==> src/rtl/core/bgc_pkg.sv <==
`timescale 1ns / 1ps
// ----------------------------------------------------------------------------
// Barrier gate controller package
// Shared codes, state types and timer helpers for the barrier gate controller.
// ----------------------------------------------------------------------------
package bgc_pkg;

	// Operation codes of an input item
	localparam logic [1:0] OP_TICK = 2'd0;
	localparam logic [1:0] OP_UP   = 2'd1;
	localparam logic [1:0] OP_DOWN = 2'd2;
	localparam logic [1:0] OP_STOP = 2'd3;

	// Barrier state codes
	localparam logic [2:0] ST_UNKNOWN     = 3'd0;
	localparam logic [2:0] ST_DOWN        = 3'd1;
	localparam logic [2:0] ST_MOVING_UP   = 3'd2;
	localparam logic [2:0] ST_UP          = 3'd3;
	localparam logic [2:0] ST_MOVING_DOWN = 3'd4;

	// Direction of the car in transit
	localparam logic [1:0] DIR_NONE = 2'd0;
	localparam logic [1:0] DIR_IN   = 2'd1;
	localparam logic [1:0] DIR_OUT  = 2'd2;

	// Pass stage of the car in transit
	localparam logic [1:0] STAGE_NONE   = 2'd0;
	localparam logic [1:0] STAGE_OPENED = 2'd1;
	localparam logic [1:0] STAGE_BOTH   = 2'd2;

	// Motor drive codes
	localparam logic [1:0] MD_STOP  = 2'd0;
	localparam logic [1:0] MD_RAISE = 2'd1;
	localparam logic [1:0] MD_LOWER = 2'd2;

	// Configuration register indexes
	localparam logic [1:0] REG_SETTLE   = 2'd0;
	localparam logic [1:0] REG_HOLD     = 2'd1;
	localparam logic [1:0] REG_CAPACITY = 2'd2;

	localparam int          CFG_W         = 16;
	localparam int          TMR_W         = 17;
	localparam logic [16:0] TMR_MAX       = 17'h1FFFF;
	localparam logic [15:0] SETTLE_RESET  = 16'd500;
	localparam logic [15:0] HOLD_RESET    = 16'd3000;
	localparam logic [7:0]  CAP_RESET     = 8'd4;

	// Elapsed-time counter with an active flag
	typedef struct packed {
		logic             active;
		logic [TMR_W-1:0] count;
	} tmr_t;

	// Controller state carried from item to item
	typedef struct packed {
		logic [2:0] mode;
		logic [1:0] dir;
		logic [1:0] stage;
		logic [7:0] occ;
		tmr_t       settle;
		tmr_t       open;
		tmr_t       holdoff;
	} bgc_state_t;

	// Fields of one input item
	typedef struct packed {
		logic [1:0] op;
		logic       at_top;
		logic       at_bottom;
		logic       car_at_entry;
		logic       car_at_exit;
	} bgc_item_t;

	localparam tmr_t TMR_IDLE = '{active: 1'b0, count: '0};

	// A timer started at a given count
	function automatic tmr_t tmr_start(input logic [TMR_W-1:0] from);
		tmr_t t;
		t.active = 1'b1;
		t.count  = from;
		return t;
	endfunction

	// One millisecond step, saturating
	function automatic tmr_t tmr_tick(input tmr_t t);
		tmr_t r;
		r = t;
		if (t.active && (t.count < TMR_MAX)) begin
			r.count = t.count + 1'b1;
		end
		return r;
	endfunction

	// True once the elapsed count exceeds the limit
	function automatic logic tmr_over(input tmr_t t, input logic [CFG_W-1:0] limit);
		return t.active && (t.count > {1'b0, limit});
	endfunction

endpackage

==> src/rtl/core/bgc_step.sv <==
`timescale 1ns / 1ps
// ----------------------------------------------------------------------------
// Barrier gate controller next-state logic
// Works out the controller state after one item and the result it shows.
// ----------------------------------------------------------------------------
module bgc_step (
	input  bgc_pkg::bgc_state_t cur,
	input  bgc_pkg::bgc_item_t  item,
	input  logic [15:0]         settle_ms,
	input  logic [15:0]         hold_ms,
	input  logic [7:0]          capacity,
	output bgc_pkg::bgc_state_t nxt,
	output logic [1:0]          motor_drive
);
	import bgc_pkg::*;

	bgc_state_t s;

	// Manual commands act at once; a tick advances the timers and runs the
	// automatic sequence in the order the rules are given.
	always_comb begin
		s = cur;
		unique case (item.op)
			OP_TICK: begin
				s.settle  = tmr_tick(s.settle);
				s.open    = tmr_tick(s.open);
				s.holdoff = tmr_tick(s.holdoff);

				// Unknown position with nothing held off: lower the barrier
				if (!item.at_top && !item.at_bottom && s.mode == ST_UNKNOWN &&
				    (!s.holdoff.active || tmr_over(s.holdoff, hold_ms))) begin
					s.mode    = ST_MOVING_DOWN;
					s.settle  = tmr_start({1'b0, settle_ms});
					s.holdoff = TMR_IDLE;
				end
				// Limit switches are believed once the move has settled
				if (item.at_bottom && tmr_over(s.settle, settle_ms)) begin
					s.mode   = ST_DOWN;
					s.settle = TMR_IDLE;
				end
				if (item.at_top && tmr_over(s.settle, settle_ms)) begin
					s.mode   = ST_UP;
					s.settle = TMR_IDLE;
				end
				// Hold-open timer starts once the barrier is up
				if (s.mode == ST_UP && !s.open.active &&
				    (!s.settle.active || tmr_over(s.settle, settle_ms))) begin
					s.open = tmr_start('0);
				end

				// Car passage sequencing
				if (!s.holdoff.active) begin
					if (item.car_at_entry) begin
						if (s.mode != ST_UP) begin
							if (s.occ < capacity) begin
								s.mode  = ST_MOVING_UP;
								if (!s.settle.active) s.settle = tmr_start('0);
								s.dir   = DIR_IN;
								s.stage = STAGE_OPENED;
							end
						end else if (s.dir == DIR_OUT && s.stage == STAGE_OPENED) begin
							s.stage = STAGE_BOTH;
						end
					end else if (s.dir == DIR_OUT && s.stage == STAGE_BOTH) begin
						s.dir   = DIR_NONE;
						s.stage = STAGE_NONE;
						s.mode  = ST_MOVING_DOWN;
						if (!s.settle.active) s.settle = tmr_start('0);
						if (s.occ != 8'd0) s.occ = s.occ - 1'b1;
					end
					if (item.car_at_exit) begin
						if (s.mode != ST_UP) begin
							s.mode  = ST_MOVING_UP;
							if (!s.settle.active) s.settle = tmr_start('0);
							s.dir   = DIR_OUT;
							s.stage = STAGE_OPENED;
						end else if (s.dir == DIR_IN && s.stage == STAGE_OPENED) begin
							s.stage = STAGE_BOTH;
						end
					end else if (s.dir == DIR_IN && s.stage == STAGE_BOTH) begin
						s.dir   = DIR_NONE;
						s.stage = STAGE_NONE;
						s.mode  = ST_MOVING_DOWN;
						if (!s.settle.active) s.settle = tmr_start('0);
						if (s.occ < capacity) s.occ = s.occ + 1'b1;
					end
				end

				// Automatic close after the idle open time
				if (!item.car_at_exit && !item.car_at_entry && item.at_top &&
				    tmr_over(s.open, hold_ms)) begin
					s.open   = TMR_IDLE;
					s.mode   = ST_MOVING_DOWN;
					s.settle = tmr_start('0);
					s.stage  = STAGE_NONE;
					s.dir    = DIR_NONE;
				end
			end
			OP_UP: begin
				if (!item.at_top) begin
					s.mode = ST_MOVING_UP;
					if (!s.settle.active) s.settle = tmr_start('0);
				end
			end
			OP_DOWN: begin
				if (!item.at_bottom) begin
					s.mode = ST_MOVING_DOWN;
					if (!s.settle.active) s.settle = tmr_start('0);
				end
			end
			OP_STOP: begin
				if (item.at_bottom) begin
					s.mode    = ST_DOWN;
					s.holdoff = TMR_IDLE;
				end else begin
					s.mode    = ST_UNKNOWN;
					s.holdoff = tmr_start('0);
				end
			end
			default: begin
				s = cur;
			end
		endcase
	end

	assign nxt = s;

	// Motor follows the new barrier state
	always_comb begin
		priority if (s.mode == ST_MOVING_UP) motor_drive = MD_RAISE;
		else if (s.mode == ST_MOVING_DOWN) motor_drive = MD_LOWER;
		else motor_drive = MD_STOP;
	end

endmodule

==> src/rtl/core/barrier_gate_controller.sv <==
`timescale 1ns / 1ps
// An accepted item waits in the input register, which feeds the result register
// through the state logic. Throughput: one item per cycle while the result side
// does not stall; the state update is a single pass of logic between the two.
// Reset clears the barrier state, occupancy, timers and pipeline valids, and
// loads the settle, hold and capacity registers with 500, 3000 and 4.
// ----------------------------------------------------------------------------
// Barrier gate controller
// Parking barrier control with car pass sequencing, occupancy count and timers.
// ----------------------------------------------------------------------------
module barrier_gate_controller (
	input  logic        clk,
	input  logic        arst_n,
	// Configuration write port
	input  logic        wr_en,
	input  logic [1:0]  wr_index,
	input  logic [15:0] wr_data,
	// Input item channel
	input  logic        in_valid,
	output logic        in_stall,
	input  logic [1:0]  op,
	input  logic        at_top,
	input  logic        at_bottom,
	input  logic        car_at_entry,
	input  logic        car_at_exit,
	// Result item channel
	output logic        out_valid,
	input  logic        out_stall,
	output logic [1:0]  motor_drive,
	output logic [2:0]  barrier_state,
	output logic [7:0]  cars_parked
);
	import bgc_pkg::*;

	logic [15:0] settle_ms_q;
	logic [15:0] hold_ms_q;
	logic [7:0]  capacity_q;
	bgc_state_t  state_q;
	bgc_state_t  state_nxt;
	bgc_item_t   item_s1;
	logic        valid_s1;
	logic        out_valid_q;
	logic [1:0]  motor_drive_q;
	logic [2:0]  barrier_state_q;
	logic [7:0]  cars_parked_q;
	logic [1:0]  motor_nxt;
	logic        advance;

	// Configuration registers
	always_ff @(posedge clk or negedge arst_n) begin
		if (!arst_n) begin
			settle_ms_q <= SETTLE_RESET;
			hold_ms_q   <= HOLD_RESET;
			capacity_q  <= CAP_RESET;
		end else if (wr_en) begin
			unique case (wr_index)
				REG_SETTLE:   settle_ms_q <= wr_data;
				REG_HOLD:     hold_ms_q   <= wr_data;
				REG_CAPACITY: capacity_q  <= wr_data[7:0];
				default: ;
			endcase
		end
	end

	// The item in the input register moves on when the result register is free
	assign advance  = valid_s1 && (!out_valid_q || !out_stall);
	assign in_stall = valid_s1 && !advance;

	// Input register
	always_ff @(posedge clk or negedge arst_n) begin
		if (!arst_n) begin
			valid_s1 <= 1'b0;
		end else if (!in_stall) begin
			valid_s1 <= in_valid;
		end
	end

	always_ff @(posedge clk) begin
		if (in_valid && !in_stall) begin
			item_s1 <= '{op: op, at_top: at_top, at_bottom: at_bottom,
			             car_at_entry: car_at_entry, car_at_exit: car_at_exit};
		end
	end

	// Next-state logic
	bgc_step u_step (
		.cur         (state_q),
		.item        (item_s1),
		.settle_ms   (settle_ms_q),
		.hold_ms     (hold_ms_q),
		.capacity    (capacity_q),
		.nxt         (state_nxt),
		.motor_drive (motor_nxt)
	);

	// Controller state, updated as each item passes into the result register
	always_ff @(posedge clk or negedge arst_n) begin
		if (!arst_n) begin
			state_q <= '{mode: ST_UNKNOWN, dir: DIR_NONE, stage: STAGE_NONE, occ: 8'd0,
			             settle: TMR_IDLE, open: TMR_IDLE, holdoff: TMR_IDLE};
		end else if (advance) begin
			state_q <= state_nxt;
		end
	end

	// Result register
	always_ff @(posedge clk or negedge arst_n) begin
		if (!arst_n) begin
			out_valid_q <= 1'b0;
		end else if (advance) begin
			out_valid_q <= 1'b1;
		end else if (!out_stall) begin
			out_valid_q <= 1'b0;
		end
	end

	always_ff @(posedge clk) begin
		if (advance) begin
			motor_drive_q   <= motor_nxt;
			barrier_state_q <= state_nxt.mode;
			cars_parked_q   <= state_nxt.occ;
		end
	end

	assign out_valid     = out_valid_q;
	assign motor_drive   = motor_drive_q;
	assign barrier_state = barrier_state_q;
	assign cars_parked   = cars_parked_q;

	// A car in transit always has both a direction and a pass stage
	a_transit_consistent: assert property (@(posedge clk) disable iff (!arst_n)
		(state_q.stage == STAGE_NONE) == (state_q.dir == DIR_NONE))
		else $error("pass stage and transit direction disagree");

	// A stopped timer holds a zero count
	a_timers_cleared: assert property (@(posedge clk) disable iff (!arst_n)
		(state_q.settle.active || state_q.settle.count == '0) &&
		(state_q.open.active || state_q.open.count == '0) &&
		(state_q.holdoff.active || state_q.holdoff.count == '0))
		else $error("inactive timer holds a nonzero count");

	// Every item leaving the input register shows up as a result next cycle
	a_advance_result: assert property (@(posedge clk) disable iff (!arst_n)
		advance |=> out_valid_q)
		else $error("advanced item produced no result");

	// Motor drive agrees with the barrier state shown beside it
	a_motor_matches: assert property (@(posedge clk) disable iff (!arst_n)
		out_valid_q |-> ((motor_drive_q == MD_RAISE) == (barrier_state_q == ST_MOVING_UP)) &&
		                ((motor_drive_q == MD_LOWER) == (barrier_state_q == ST_MOVING_DOWN)))
		else $error("motor drive disagrees with barrier state");

endmodule

==> config.mk <==
export PLATFORM = sky130hd
export DESIGN_NAME = barrier_gate_controller
export DESIGN_NICKNAME = d
export VERILOG_FILES = /design/src/rtl/core/bgc_pkg.sv /design/src/rtl/core/bgc_step.sv /design/src/rtl/core/barrier_gate_controller.sv
export SDC_FILE = /design/constraint.sdc
export NUM_CORES = 1
export LEC_CHECK = 0
export BUFFER_PORTS_ARGS = -buffer_cell sky130_fd_sc_hd__buf_2
export CAP_MARGIN = 30
export CORE_MARGIN = 2
export CORE_UTILIZATION = 38
export DETAILED_ROUTE_END_ITERATION = 7
export SETUP_SLACK_MARGIN = 0.4
export SYNTH_ARGS = -nofsm -noshare
export SYNTH_HDL_FRONTEND = slang
export SYNTH_SLANG_ARGS = --single-unit
==> constraint.sdc <==
create_clock -name clk -period 32.1 [get_ports clk]
set_clock_uncertainty 0.15 [all_clocks]
set_input_delay 6.42 -clock clk [delete_from_list [all_inputs] [get_ports clk]]
set_output_delay 6.42 -clock clk [all_outputs]
set_load 0.05 [all_outputs]
==> results.sh <==
export IMPL_num_io_pins=44
export IMPL_yosysTopAreaCellShare=0.241
export IMPL_gp_congestion=0.877
export IMPL_syn_avg_cell_area_um2=8.63
export IMPL_final_cell_mix="138 x nand2_1, 112 x nor2_1, 105 x ha_1"
export IMPL_max_freq_ghz=0.0741
export IMPL_maxSlewViolCount=0
export IMPL_dp_hpwl_um=21000
export IMPL_period_minus_slack_ps=13490
export IMPL_p_leak_nw=5.22
export IMPL_cap_violations=0
export IMPL_synth_top_family_by_area="simple AND/OR/NAND/NOR gates"
export IMPL_grt_overflow_total=0
export IMPL_clock_sinks=130
export IMPL_r2r_slack_ps=18810
export IMPL_r2r_start="state_q[8]"
export IMPL_synth_edf_count=19
export IMPL_netlist_area_um2=10100
export IMPL_critPathLaunch="out_stall"
export IMPL_synth_main_ff_cell="dfrtp_1"
export IMPL_setup_viol=0
export IMPL_cp_end_kind="primary output"
export IMPL_htree_levels=4
export IMPL_antenna_cells=0
export IMPL_drt_wl_total_um=27300
export IMPL_required_ps=25530
export IMPL_drt_pass1_iter_count=5
export IMPL_dr_total_vias=8753
export IMPL_area_growth_pct=11.5
export IMPL_grt_pass1_wl_um=44600
export IMPL_crit_end="in_stall"
export IMPL_grt_start_max_net_pins=62
export IMPL_status="finished, final reports clean"
export IMPL_synthMuxAreaShare=0.0439
export IMPL_clk_latency_ps=430
export IMPL_grt_usage=0.198
export IMPL_path_class="in -> out"
export IMPL_final_nets=1336
export IMPL_ys_seq_elements=130
export IMPL_drc=0
export IMPL_post_cts_buffers=0
export IMPL_tightest_slew_ps=991
export IMPL_core_um2=26100
export IMPL_slew_headroom=0.338
export IMPL_grt_antenna_before_repair=0
export IMPL_totalPowerFinal_mw=0.688
export IMPL_clkSlewWorstSetupHoldPaths_ps=60
export IMPL_n_fill_cell=2551
export IMPL_rsz0062_at_grt="no"
export IMPL_synthDistinctLibCells=84
export IMPL_postSynthNetCount=1303
export IMPL_final_common_cell="nand2_1"
export IMPL_worstHoldPathType="reg -> reg"
export IMPL_crit_arrival_ps=6920
export IMPL_r2r_end="state_q[22]"
export IMPL_final_util=0.432
export IMPL_busiest_layer="met2"
export IMPL_min_path_cells=1
export IMPL_synth_compound_area_frac=0.181
export IMPL_cts_buffers=17
export IMPL_fin_crit_sh=0.420
export IMPL_hold_viol=0
export IMPL_dieArea_um2=27900
export IMPL_grt_pass1_vias=8433
export IMPL_synth_area_top_cells="dfrtp_1 24%, ha_1 13%, edfxtp_1 5.7%"
export IMPL_root_buffer="clkbuf_16"
export IMPL_tns_ps=0
export IMPL_reg2reg_depth=53
export IMPL_gr_usage_met3=0.0349
export IMPL_crit_fanout=3
export IMPL_drive_above_1_share=0.137
export IMPL_initial_utilization=0.387
export IMPL_power_density_nw_per_um2=61.1
export IMPL_synthCells=1169
export IMPL_cts_tree="done"
export IMPL_grt_use_met2=0.323
export IMPL_synthSimpleGateAreaFrac=0.223
export IMPL_portBuffers=43
export IMPL_startpoint_type="primary input"
export IMPL_synthAdderAreaFrac=0.130
export IMPL_yosysWarnings=0
export IMPL_clockBufferDepth=2
export IMPL_async_flop_share=0.854
export IMPL_use_met1=0.268
export IMPL_synth_xor_area_frac=0.0408
export IMPL_ant_nets=0
export IMPL_drt_initial_drc_count=640
export IMPL_seq_area_um2=3370
export IMPL_synth_top_cell_by_area="dfrtp_1"
export IMPL_multi_input_area_um2=6250
export IMPL_fp_dieW_um=167
export IMPL_cts_hold_buf=0
export IMPL_yosysSeqAreaShare=0.333
export IMPL_fp_dieH_um=167
export IMPL_vdd_ir_drop_max_v=0.0000384
export IMPL_placementRows=59
export IMPL_vias_per_cell=5.65
export IMPL_cts_resized=0
export IMPL_wire_per_inst_um=17.6
==> where the power goes <==
part | leakage, nW | internal (mW) | switching (mW)
Sequential | 1.57 | 0.198 | 0.0332
Clock | 0.293 | 0.119 | 0.0809
Combinational | 3.35 | 0.100 | 0.156
Total | 5.22 | 0.417 | 0.271
==> area by class of cell <==
cell class	count	share of cell area
clock buffers	20	0.0435
clock inverters	12	0.0107
inverters	78	0.0260
multi-input cells	919	0.555
flip-flops and latches	130	0.299
well taps	335	0.0372
repair buffers	56	0.0280
==> cell usage after synthesis, types with 19 or more instances <==
| cell type | number |
|---|---|
| nand2_1 | 138 |
| nor2_1 | 112 |
| nor3_1 | 21 |
| nand3_1 | 37 |
| inv_1 | 78 |
| ha_1 | 105 |
| xnor2_1 | 28 |
| a21oi_1 | 45 |
| mux2_2 | 31 |
| clkbuf_1 | 32 |
| edfxtp_1 | 19 |
| o21ai_0 | 88 |
| nand4_1 | 28 |
| xor2_1 | 19 |
| dfrtp_1 | 97 |
==> layer usage <==
metal	part of all wire	routed length, um	up-vias
met5	0	0	-
met4	0.021	585	0
met3	0.048	1310	50
met2	0.46	12600	236
met1	0.47	12800	4182
li1	-	-	4285
==> how the worst min path moves through the flow <==
| stage | end | slack (ps) | startpoint |
|---|---|---|---|
| after global placement | out_valid | 330 | valid_s1 |
| after global routing | capacity_q[4] | 380 | capacity_q[4] |
| after detailed placement | hold_ms_q[12] | 340 | hold_ms_q[12] |
| final | hold_ms_q[12] | 360 | hold_ms_q[12] |
| after floorplan | out_valid | 310 | valid_s1 |
| after CTS | hold_ms_q[12] | 360 | hold_ms_q[12] |
==> sequential cells by signal (all words and copies together) (netlist names) <==
signal         flops
hold_ms_q         16
barrier_state      3
capacity_q         8
motor_drive        2
settle_ms_q       16
valid_s1           1
out_valid          1
state_q           69
item_s1            6
cars_parked        8
==> per-stage QoR <==
step / instance area (um^2) / hold slack, ps / instances / setup slack (ps)
CTS: 11300 / 358 / 1550 / 18600
floorplan: 10100 / 314 / 1169 / 18670
global route: 11300 / 378 / 1550 / 17690
global placement: 10600 / 333 / 1518 / 18600
finish: 11300 / 356 / 1550 / 18610
detailed placement: 10600 / 343 / 1518 / 18600
==> worst max-delay path, stage by stage <==
cell     delay [ps]
buf_2            90
nand3_1         100
inv_1            60
buf_2           250
==> cells by family after synthesis <==
kind of cell,after synthesis
xor gates and xnor gates,47
buffers and inverters,120
muxes,40
AOI/OAI and AO/OA,275
DFF,130
adders and majority gates,105
and+or+nand+nor,452
(Power assumes the default switching activity.)
